File: src/rtl/tce_pkg.sv
package tce_pkg;

  localparam int COL_W      = 7;
  localparam int ROW_W      = 6;
  localparam int CELL_W     = 16;
  localparam int CFG_IDX_W  = 2;
  localparam int CFG_DATA_W = 7;

  localparam logic [7:0] CH_BS  = 8'h08;
  localparam logic [7:0] CH_TAB = 8'h09;
  localparam logic [7:0] CH_LF  = 8'h0A;
  localparam logic [7:0] CH_FF  = 8'h0C;
  localparam logic [7:0] CH_CR  = 8'h0D;

  localparam logic [3:0]        RESET_FG    = 4'd7;
  localparam logic [3:0]        RESET_BG    = 4'd0;
  localparam logic [6:0]        RESET_LM    = 7'd0;
  localparam logic [6:0]        RESET_RM    = 7'd80;
  localparam logic [CELL_W-1:0] RESET_BLANK = {RESET_BG, RESET_FG, 8'h00};

  typedef enum logic [2:0] {
    OP_PUT    = 3'd0,
    OP_CLEAR  = 3'd1,
    OP_MOVE   = 3'd2,
    OP_SCROLL = 3'd3,
    OP_READ   = 3'd4
  } op_e;

  typedef enum logic [CFG_IDX_W-1:0] {
    REG_FG = 2'd0,
    REG_BG = 2'd1,
    REG_LM = 2'd2,
    REG_RM = 2'd3
  } reg_e;

  typedef enum logic [2:0] {
    ST_IDLE,
    ST_SETUP,
    ST_SWEEP,
    ST_DRAIN,
    ST_DONE
  } state_e;

  typedef struct packed {
    logic [2:0]  operation;
    logic [7:0]  char_code;
    logic [6:0]  target_col;
    logic [4:0]  target_row;
    logic [4:0]  scroll_count;
    logic        update_cursor;
  } in_item_t;

  typedef struct packed {
    logic [6:0]  cursor_col;
    logic [4:0]  cursor_row;
    logic [10:0] cursor_position;
    logic        cursor_publish;
    logic [7:0]  read_char;
    logic [7:0]  read_attr;
  } out_item_t;

  typedef struct packed {
    logic [COL_W-1:0] col;
    logic [ROW_W-1:0] row;
    logic             wr_en;
    logic             scroll;
    logic [1:0]       scroll_n;
  } put_res_t;

endpackage

File: src/rtl/tce_cursor_step.sv
module tce_cursor_step #(
  parameter int SCREEN_COLUMNS = 80,
  parameter int SCREEN_ROWS    = 25,
  parameter int TAB_STOP       = 4
) (
  input  logic [7:0]                ch_i,
  input  logic [tce_pkg::COL_W-1:0] col_i,
  input  logic [tce_pkg::ROW_W-1:0] row_i,
  input  logic [6:0]                left_margin_i,
  input  logic [6:0]                right_margin_i,
  output tce_pkg::put_res_t         res_o
);
  import tce_pkg::*;

  localparam int TAB_ENTRIES = 2 ** COL_W;

  // next tab stop for every column, built at elaboration
  function automatic logic [TAB_ENTRIES*8-1:0] tab_table();
    logic [TAB_ENTRIES*8-1:0] t;
    t = '0;
    for (int i = 0; i < TAB_ENTRIES; i++) begin
      t[i*8 +: 8] = 8'(((i / TAB_STOP) + 1) * TAB_STOP);
    end
    return t;
  endfunction

  localparam logic [TAB_ENTRIES*8-1:0] TAB_NEXT = tab_table();

  logic [7:0]       rm;
  logic [7:0]       lm;
  logic [7:0]       c0;
  logic [7:0]       c1;
  logic [7:0]       c2;
  logic [ROW_W:0]   r0;
  logic [ROW_W:0]   r1;
  logic [ROW_W:0]   r2;
  logic             wr;

  // effective margins
  always_comb begin
    if (right_margin_i == '0) begin
      rm = 8'd1;
    end else if ({1'b0, right_margin_i} > 8'(SCREEN_COLUMNS)) begin
      rm = 8'(SCREEN_COLUMNS);
    end else begin
      rm = {1'b0, right_margin_i};
    end
    if ({1'b0, left_margin_i} > rm - 8'd1) begin
      lm = rm - 8'd1;
    end else begin
      lm = {1'b0, left_margin_i};
    end
  end

  always_comb begin
    c0 = {1'b0, col_i};
    r0 = {1'b0, row_i};
    c1 = c0;
    r1 = r0;
    wr = 1'b0;
    case (ch_i)
      CH_LF: begin
        c1 = lm;
        r1 = r0 + 1'b1;
      end
      CH_CR: begin
        c1 = lm;
      end
      CH_FF: begin
        r1 = r0 + 1'b1;
      end
      CH_TAB: begin
        c1 = TAB_NEXT[col_i*8 +: 8];
      end
      CH_BS: begin
        if (c0 <= lm) begin
          if (row_i != '0) begin
            c1 = rm - 8'd1;
            r1 = r0 - 1'b1;
          end
        end else begin
          c1 = c0 - 8'd1;
        end
      end
      default: begin
        wr = (c0 < 8'(SCREEN_COLUMNS));
        c1 = c0 + 8'd1;
      end
    endcase

    // wrap at the right margin
    c2 = c1;
    r2 = r1;
    if (c1 >= rm) begin
      c2 = c1 - (rm - lm);
      if (c2 >= rm) begin
        c2 = lm;
      end
      r2 = r1 + 1'b1;
    end

    res_o.col      = c2[COL_W-1:0];
    res_o.wr_en    = wr;
    res_o.scroll   = 1'b0;
    res_o.scroll_n = '0;
    res_o.row      = r2[ROW_W-1:0];
    // past the last row: scroll just enough to land on it
    if (r2 >= (ROW_W+1)'(SCREEN_ROWS)) begin
      res_o.scroll   = 1'b1;
      res_o.scroll_n = 2'(r2 - (ROW_W+1)'(SCREEN_ROWS - 1));
      res_o.row      = ROW_W'(SCREEN_ROWS - 1);
    end
  end

endmodule
File: config.mk
export PLATFORM = sky130hd
export DESIGN_NAME = tce_cursor_step
export DESIGN_NICKNAME = d
export VERILOG_FILES = /design/src/rtl/tce_pkg.sv /design/src/rtl/tce_cursor_step.sv
export SDC_FILE = /design/constraint.sdc
export NUM_CORES = 1
export LEC_CHECK = 0
export CAP_MARGIN = 20
export CORE_ASPECT_RATIO = 0.9
export CORE_MARGIN = 2
export CORE_UTILIZATION = 55
export DETAILED_ROUTE_END_ITERATION = 10
export DONT_BUFFER_PORTS = 1
export GPL_TIMING_DRIVEN = 0
export PLACE_DENSITY = 0.71
export SYNTH_ARGS = -nofsm -noshare
export SYNTH_HDL_FRONTEND = slang
export SYNTH_SLANG_ARGS = --single-unit
File: constraint.sdc
create_clock -name vclk -period 23.2
set_input_delay 0 -clock vclk [all_inputs]
set_output_delay 0 -clock vclk [all_outputs]
set_load 0.01 [all_outputs]
==> results of run 1 <==
[worst paths after layout]
kind                              start         to  slack (ns)  cells past startpoint
worst max-delay path  right_margin_i[4]  res_o[12]       13.41                     41
worst min-delay path           col_i[6]   res_o[3]        0.28                      3
[logic make-up after synthesis]
family	count (synthesis)	share of synthesized area, %
AOI/OAI and AO/OA	157	34.25
buffers and inverters	62	7.611
muxes	21	6.874
other	1	0.1164
adders and majority gates	50	20.74
xor gates and xnor gates	20	5.670
and+or+nand+nor	154	24.74
[power by group]
part / total [µW] / internal (µW) / switching, µW
clock: 0 / 0 / 0
combinational: 181 / 77.0 / 104
sequential: 0 / 0 / 0
total: 181 / 77.0 / 104
[stage by stage]
stage	instance area, µm²	hold WS (ns)	setup slack (ns)	std cells
2_1_floorplan	3222	0.2585	15.19	465
3_3_place_gp	3309	0.2749	13.68	535
3_5_place_dp	3309	0.2889	13.57	535
4_1_cts	3309	0.2932	13.52	535
5_1_grt	3309	0.3207	12.69	535
6_report	3309	0.2841	13.41	535
[final cells by class]
class                           count  share of cell area (%)
Multi-Input combinational cell    403                   89.94
Inverter                           41                   4.650
Buffer                             21                   2.760
Tap cell                           70                   2.647
[metal layers]
layer	up-vias	global-route usage (%)	wire length, µm
met2	134	45.35	4137
met3	6	2.384	694
met1	1610	42.72	4341
met4	0	2.222	57
li1	1727	-	-
met5	-	0	0
[cell usage after synthesis (3+ instances only)]
master / count
o21ai_1: 4
inv_1: 41
or2_2: 3
nand2b_1: 9
o21bai_1: 3
fa_1: 6
o221ai_1: 3
and2_1: 3
nand3b_1: 4
mux2_2: 9
mux2i_1: 12
or3_1: 5
xnor2_1: 15
a21oi_1: 44
o211ai_1: 3
a221oi_1: 4
nor2_1: 27
xor2_1: 4
a211oi_1: 9
nand2_1: 36
a21o_1: 12
nor3_1: 15
nor4_1: 4
a31oi_1: 3
nand4_1: 7
o21ai_0: 25
clkbuf_1: 16
buf_4: 3
nand3_1: 19
a22oi_1: 4
nor2b_1: 5
o31ai_1: 4
o22ai_1: 4
and3_1: 7
o21a_1: 4
ha_1: 43
==> qor.yml, run 1 <==
outcome: "finished clean"
grt_remaining_overflow: 0
path_buf_inv: 6
synth_area_per_cell_um2: 6.929
hold_viol: 0
synth_top_area_share_pct: 16.70
ir_drop_mv: 0.06213
wl_per_cell_um: 17.25
leakage_uw: 0.001421
p_per_area_mw_per_mm2: 54.61
gp_congestion: 0.9400
p_total_uw: 180.7
area_delta_synth_final_pct: 2.718
die-area_mm2: 0.006487
cts_resized: 0
grt_max_degree: 11
clkbuf_count: 0
ant_nets: 0
drt-total-wl_um: 9231
grtUsageTotal_pct: 28.31
drv_cap: 0
yosysTopAreaCell: "ha_1"
flops_and_latches: 0
arrival_ns: 9.79
drive_gt1_share_pct: 7.527
rows: 26
utilization_pct: 58.47
drt_iter0_drc: 203
timing.fmax_ghz: 0.1022
grt_antenna_before_repair: 0
layout.cells.most_common: "a21oi_1"
yosysWarnings: 0
syn_nets: 549
post-route-min-period_ns: 9.789
finalSetupViolations: 0
synth.yosys.seq_area_share_pct: 0
crit_path_end_kind: "primary output"
required_ns: 23.20
path_max_fanout: 10
mappedNetlistArea_mm2: 0.003222
fillCellCount: 566
grt_pass1_vias: 3191
slowest_delay_ns: 0.77
portBuffers: 0
tns_ns: 0
register_area_um2: 0
num_vias: 3477
most-common-layout-cells: "a21oi_1, ha_1, inv_1, nand2_1, nor2_1"
cp_slowest_cell: "o21ai_0"
grt_pass1_wl_um: 15660
maxSlewHeadroom_pct: 37.03
cpMostUsedCell: "ha_1"
dr.pass1.iters: 4
drc: 0
start_kind: "input pin"
final_net_count: 551
holdCritPathClass: "in2out"
rsz0062_at_grt: "false"
ys_top_cells_by_area: "ha_1, a21oi_1, inv_1"
die_w_um: 84.68
crit_type: "in2out"
fp.dieH_um: 76.61
cts_setup_buffers: 0
worst_pin_slew_ns: 0.9374
dp_hpwl_um: 7613
cts_hold_buf: 0
diodes: 0
slew_violations: 0
multi_input_area_mm2: 0.002977
ys_types: 74
fin_crit_sh_pct: 42.19
num_io_pins: 52
vias_per_cell: 6.499
critical_path.top_delay_family: "compound AO/OA/AOI/OAI gates"
core_mm2: 0.005660
synthCells: 465
start_util_pct: 56.92
Power figures use the tool's default switching activity.
==> run 2, diff against run 1 <==
Settings changed: ABC_AREA set to 1, PLACE_DENSITY 0.71 to 0.74.
Clock period 23.2 ns to 8.15 ns, I/O delays scaled along.
==> qor.yml, run 2 <==
outcome: "finished clean"  # unchanged
p_total_uw: 488.4  # was 180.7 µW
slew_violations: 0  # unchanged
wl_per_cell_um: 13.90  # was 17.25 µm
mappedNetlistArea_mm2: 0.003201  # was 0.003222 mm²
cp_slowest_cell: "fa_1"  # was o21ai_0
diodes: 0  # unchanged
layout.cells.most_common: "nand2_1"  # was a21oi_1
instances_no_fill: 610  # was 535
placed_area_mm2: 0.003288  # was 0.003309 mm²
ys_top_cells_by_area: "ha_1, nand2_1, inv_1"  # was ha_1, a21oi_1, inv_1
synth_simple_gate_area_share_pct: 41.09  # was 24.74%
drc: 0  # unchanged
synth_area_per_cell_um2: 5.938  # was 6.929 µm²
ys_types: 51  # was 74
holdCritPathClass: "in2out"  # unchanged
flops_and_latches: 0  # unchanged
core_mm2: 0.005660  # unchanged
register_area_um2: 0  # unchanged
timing.fmax_ghz: 0.1352
tns_ns: 0  # unchanged
num_vias: 3370  # was 3,477
synth-compound-area-share_pct: 18.22  # was 34.25%
synth_top_area_share_pct: 16.81  # was 16.70%
arrival_ns: 7.39  # was 9.79 ns
hold_viol: 0  # unchanged
worst_pin_slew_ns: 0.7596  # was 0.9374 ns
grt_max_degree: 11  # unchanged
post-route-min-period_ns: 7.394
syn_nets: 623  # was 549
fin_ws_ns: 0.7558  # was 13.41 ns
fin_crit_sh_pct: 90.73
most-common-layout-cells: "nand2_1, inv_1, nor2_1, ha_1, nand3_1"  # was a21oi_1, ha_1, inv_1, nand2_1, nor2_1
num_io_pins: 52  # unchanged
fp.dieH_um: 76.37  # was 76.61 µm
dp_hpwl_um: 7386  # was 7613 µm
synth.yosys.seq_area_share_pct: 0  # unchanged
p_per_area_mw_per_mm2: 147.8  # was 54.61 mW/mm²
portBuffers: 0  # unchanged
crit_type: "in2out"  # unchanged
final_area_mm2: 0.003306  # was 0.003309 mm²
ant_nets: 0  # unchanged
yosysWarnings: 0  # unchanged
synth_mux_area_share_pct: 0  # was 6.874%
grt_pass1_vias: 3136  # was 3,191
synth_common_cells: "nand2_1, inv_1, nor2_1, ha_1, nand3_1"  # was a21oi_1, ha_1, inv_1, nand2_1, nor2_1
yosys.area_share.xor_xnor_pct: 6.294  # was 5.670%
crit_path_end_kind: "primary output"  # unchanged
rows: 26  # unchanged
ir_drop_mv: 0.1589  # was 0.06213 mV
dp_cells: 609  # was 535
path_max_fanout: 10  # unchanged
die-area_mm2: 0.006446  # was 0.006487 mm²
synth_top_family_by_area: "simple AND/OR/NAND/NOR gates"  # was compound AO/OA/AOI/OAI gates
start_util_pct: 56.54  # was 56.92%
slowest_delay_ns: 0.52  # was 0.77 ns
grt_remaining_overflow: 0  # unchanged
vias_per_cell: 5.525  # was 6.499
cts_hold_buf: 0  # unchanged
dr.pass1.iters: 5  # was 4
grt_pass1_wl_um: 14500  # was 15,660 µm
final_net_count: 626  # was 551
grtUsageTotal_pct: 26.39  # was 28.31%
yosysMostFrequentCell: "nand2_1"  # was a21oi_1
drv_cap: 0  # unchanged
critPathCapture: "res_o[13]"  # was res_o[12]
start_kind: "input pin"  # unchanged
finalSetupViolations: 0  # unchanged
die_w_um: 84.41  # was 84.68 µm
startpoint: "right_margin_i[6]"  # was right_margin_i[4]
drive_gt1_share_pct: 11.85  # was 7.527%
drt-total-wl_um: 8477  # was 9231 µm
maxSlewHeadroom_pct: 48.97  # was 37.03%
whs_path_depth: 4  # was 3
area_delta_synth_final_pct: 3.284  # was 2.718%
drt_iter0_drc: 221  # was 203
yosys.area_share.adder_pct: 20.56  # was 20.74%
place_ws_ns: 0.4681  # was 13.57 ns
synthCells: 539  # was 465
grt_antenna_before_repair: 0  # unchanged
required_ns: 8.15  # was 23.20 ns
cpMostUsedCell: "nand2_1"  # was ha_1
clkbuf_count: 0  # unchanged
gp_congestion: 0.9012  # was 0.9400
leakage_uw: 0.001781  # was 0.001421 µW
yosysTopAreaCell: "ha_1"  # unchanged
-- run 2: cell count changes after synthesis, moves of 11 or more --
| cell | before | now |
|---|---|---|
| o211ai_1 | 3 | 20 |
| nand2_1 | 36 | 120 |
| clkbuf_1 | 16 | 4 |
| a21oi_1 | 44 | 14 |
| nand3_1 | 19 | 34 |
| mux2i_1 | 12 | 0 |
| inv_1 | 41 | 94 |
| a21o_1 | 12 | 1 |
| xnor2_1 | 15 | 4 |
| xor2_1 | 4 | 19 |
| nor2_1 | 27 | 54 |
| nand2_2 | 0 | 14 |
-- run 2: timing repair --
action / 4_1_cts / 5_1_grt
endpoints found under the hold margin: 0 / 0
gates resized for setup: 0 / 7
buffers inserted: 0 / 1
endpoints found under the setup margin: 0 / 7
-- run 2: layout make-up --
| type | instances | area (µm²) |
|---|---|---|
| plain buffers | 10 | 58.81 |
| fillers | 583 | 2355 |
| inverters | 102 | 382.9 |
| multi-input cells | 427 | 2769 |
| well taps | 70 | 87.58 |
| repair buffers | 1 | 7.507 |
-- run 2: where the power goes --
group | internal [µW] | switching, µW | leakage, µW
clock network | 0 | 0 | 0
registers | 0 | 0 | 0
logic | 185 | 303 | 0.00178
-- run 2: per-layer routing --
layer / up-vias / part of all wire (%) / global-route usage (%)
met5: - / 0 / 0
met4: 0 / 0.15 / 1.429
met3: 2 / 7.8 / 2.817
met2: 106 / 44 / 42.62
met1: 1501 / 48 / 39.63
li1: 1761 / - / -
-- run 2: through the flow --
| step | hold slack [ns] | utilization, % |
|---|---|---|
| after floorplan | 0.2727 | - |
| after CTS | 0.2900 | 58.09 |
| after global placement | 0.2951 | 58.09 |
| final | 0.2897 | 58.40 |
| after global routing | 0.3320 | 58.40 |
| after detailed placement | 0.2865 | 58.09 |
-- run 2: cells by family after synthesis --
family                   Yosys count
AO/OA/AOI/OAI                     85
XOR/XNOR                          23
adder cells (fa/ha/maj)           49
buffers and inverters            112
other                              1
AND/OR/NAND/NOR                  269
-- run 2: worst max-delay path: cells and delay by family --
family / cells / cell delay, ns
compound gates: 7 / 1.28
xor+xnor: 2 / 0.45
fa+ha+maj: 6 / 2.09
buf+inv: 7 / 0.96
simple gates: 23 / 2.60
-- run 2: how the worst min path moves through the flow --
stage | end | from
global placement | res_o[3] | col_i[5]
detailed placement | res_o[3] | col_i[5]
finish | res_o[3] | col_i[5]
floorplan | res_o[3] | col_i[5]
global route | res_o[3] | col_i[5]
CTS | res_o[3] | col_i[5]
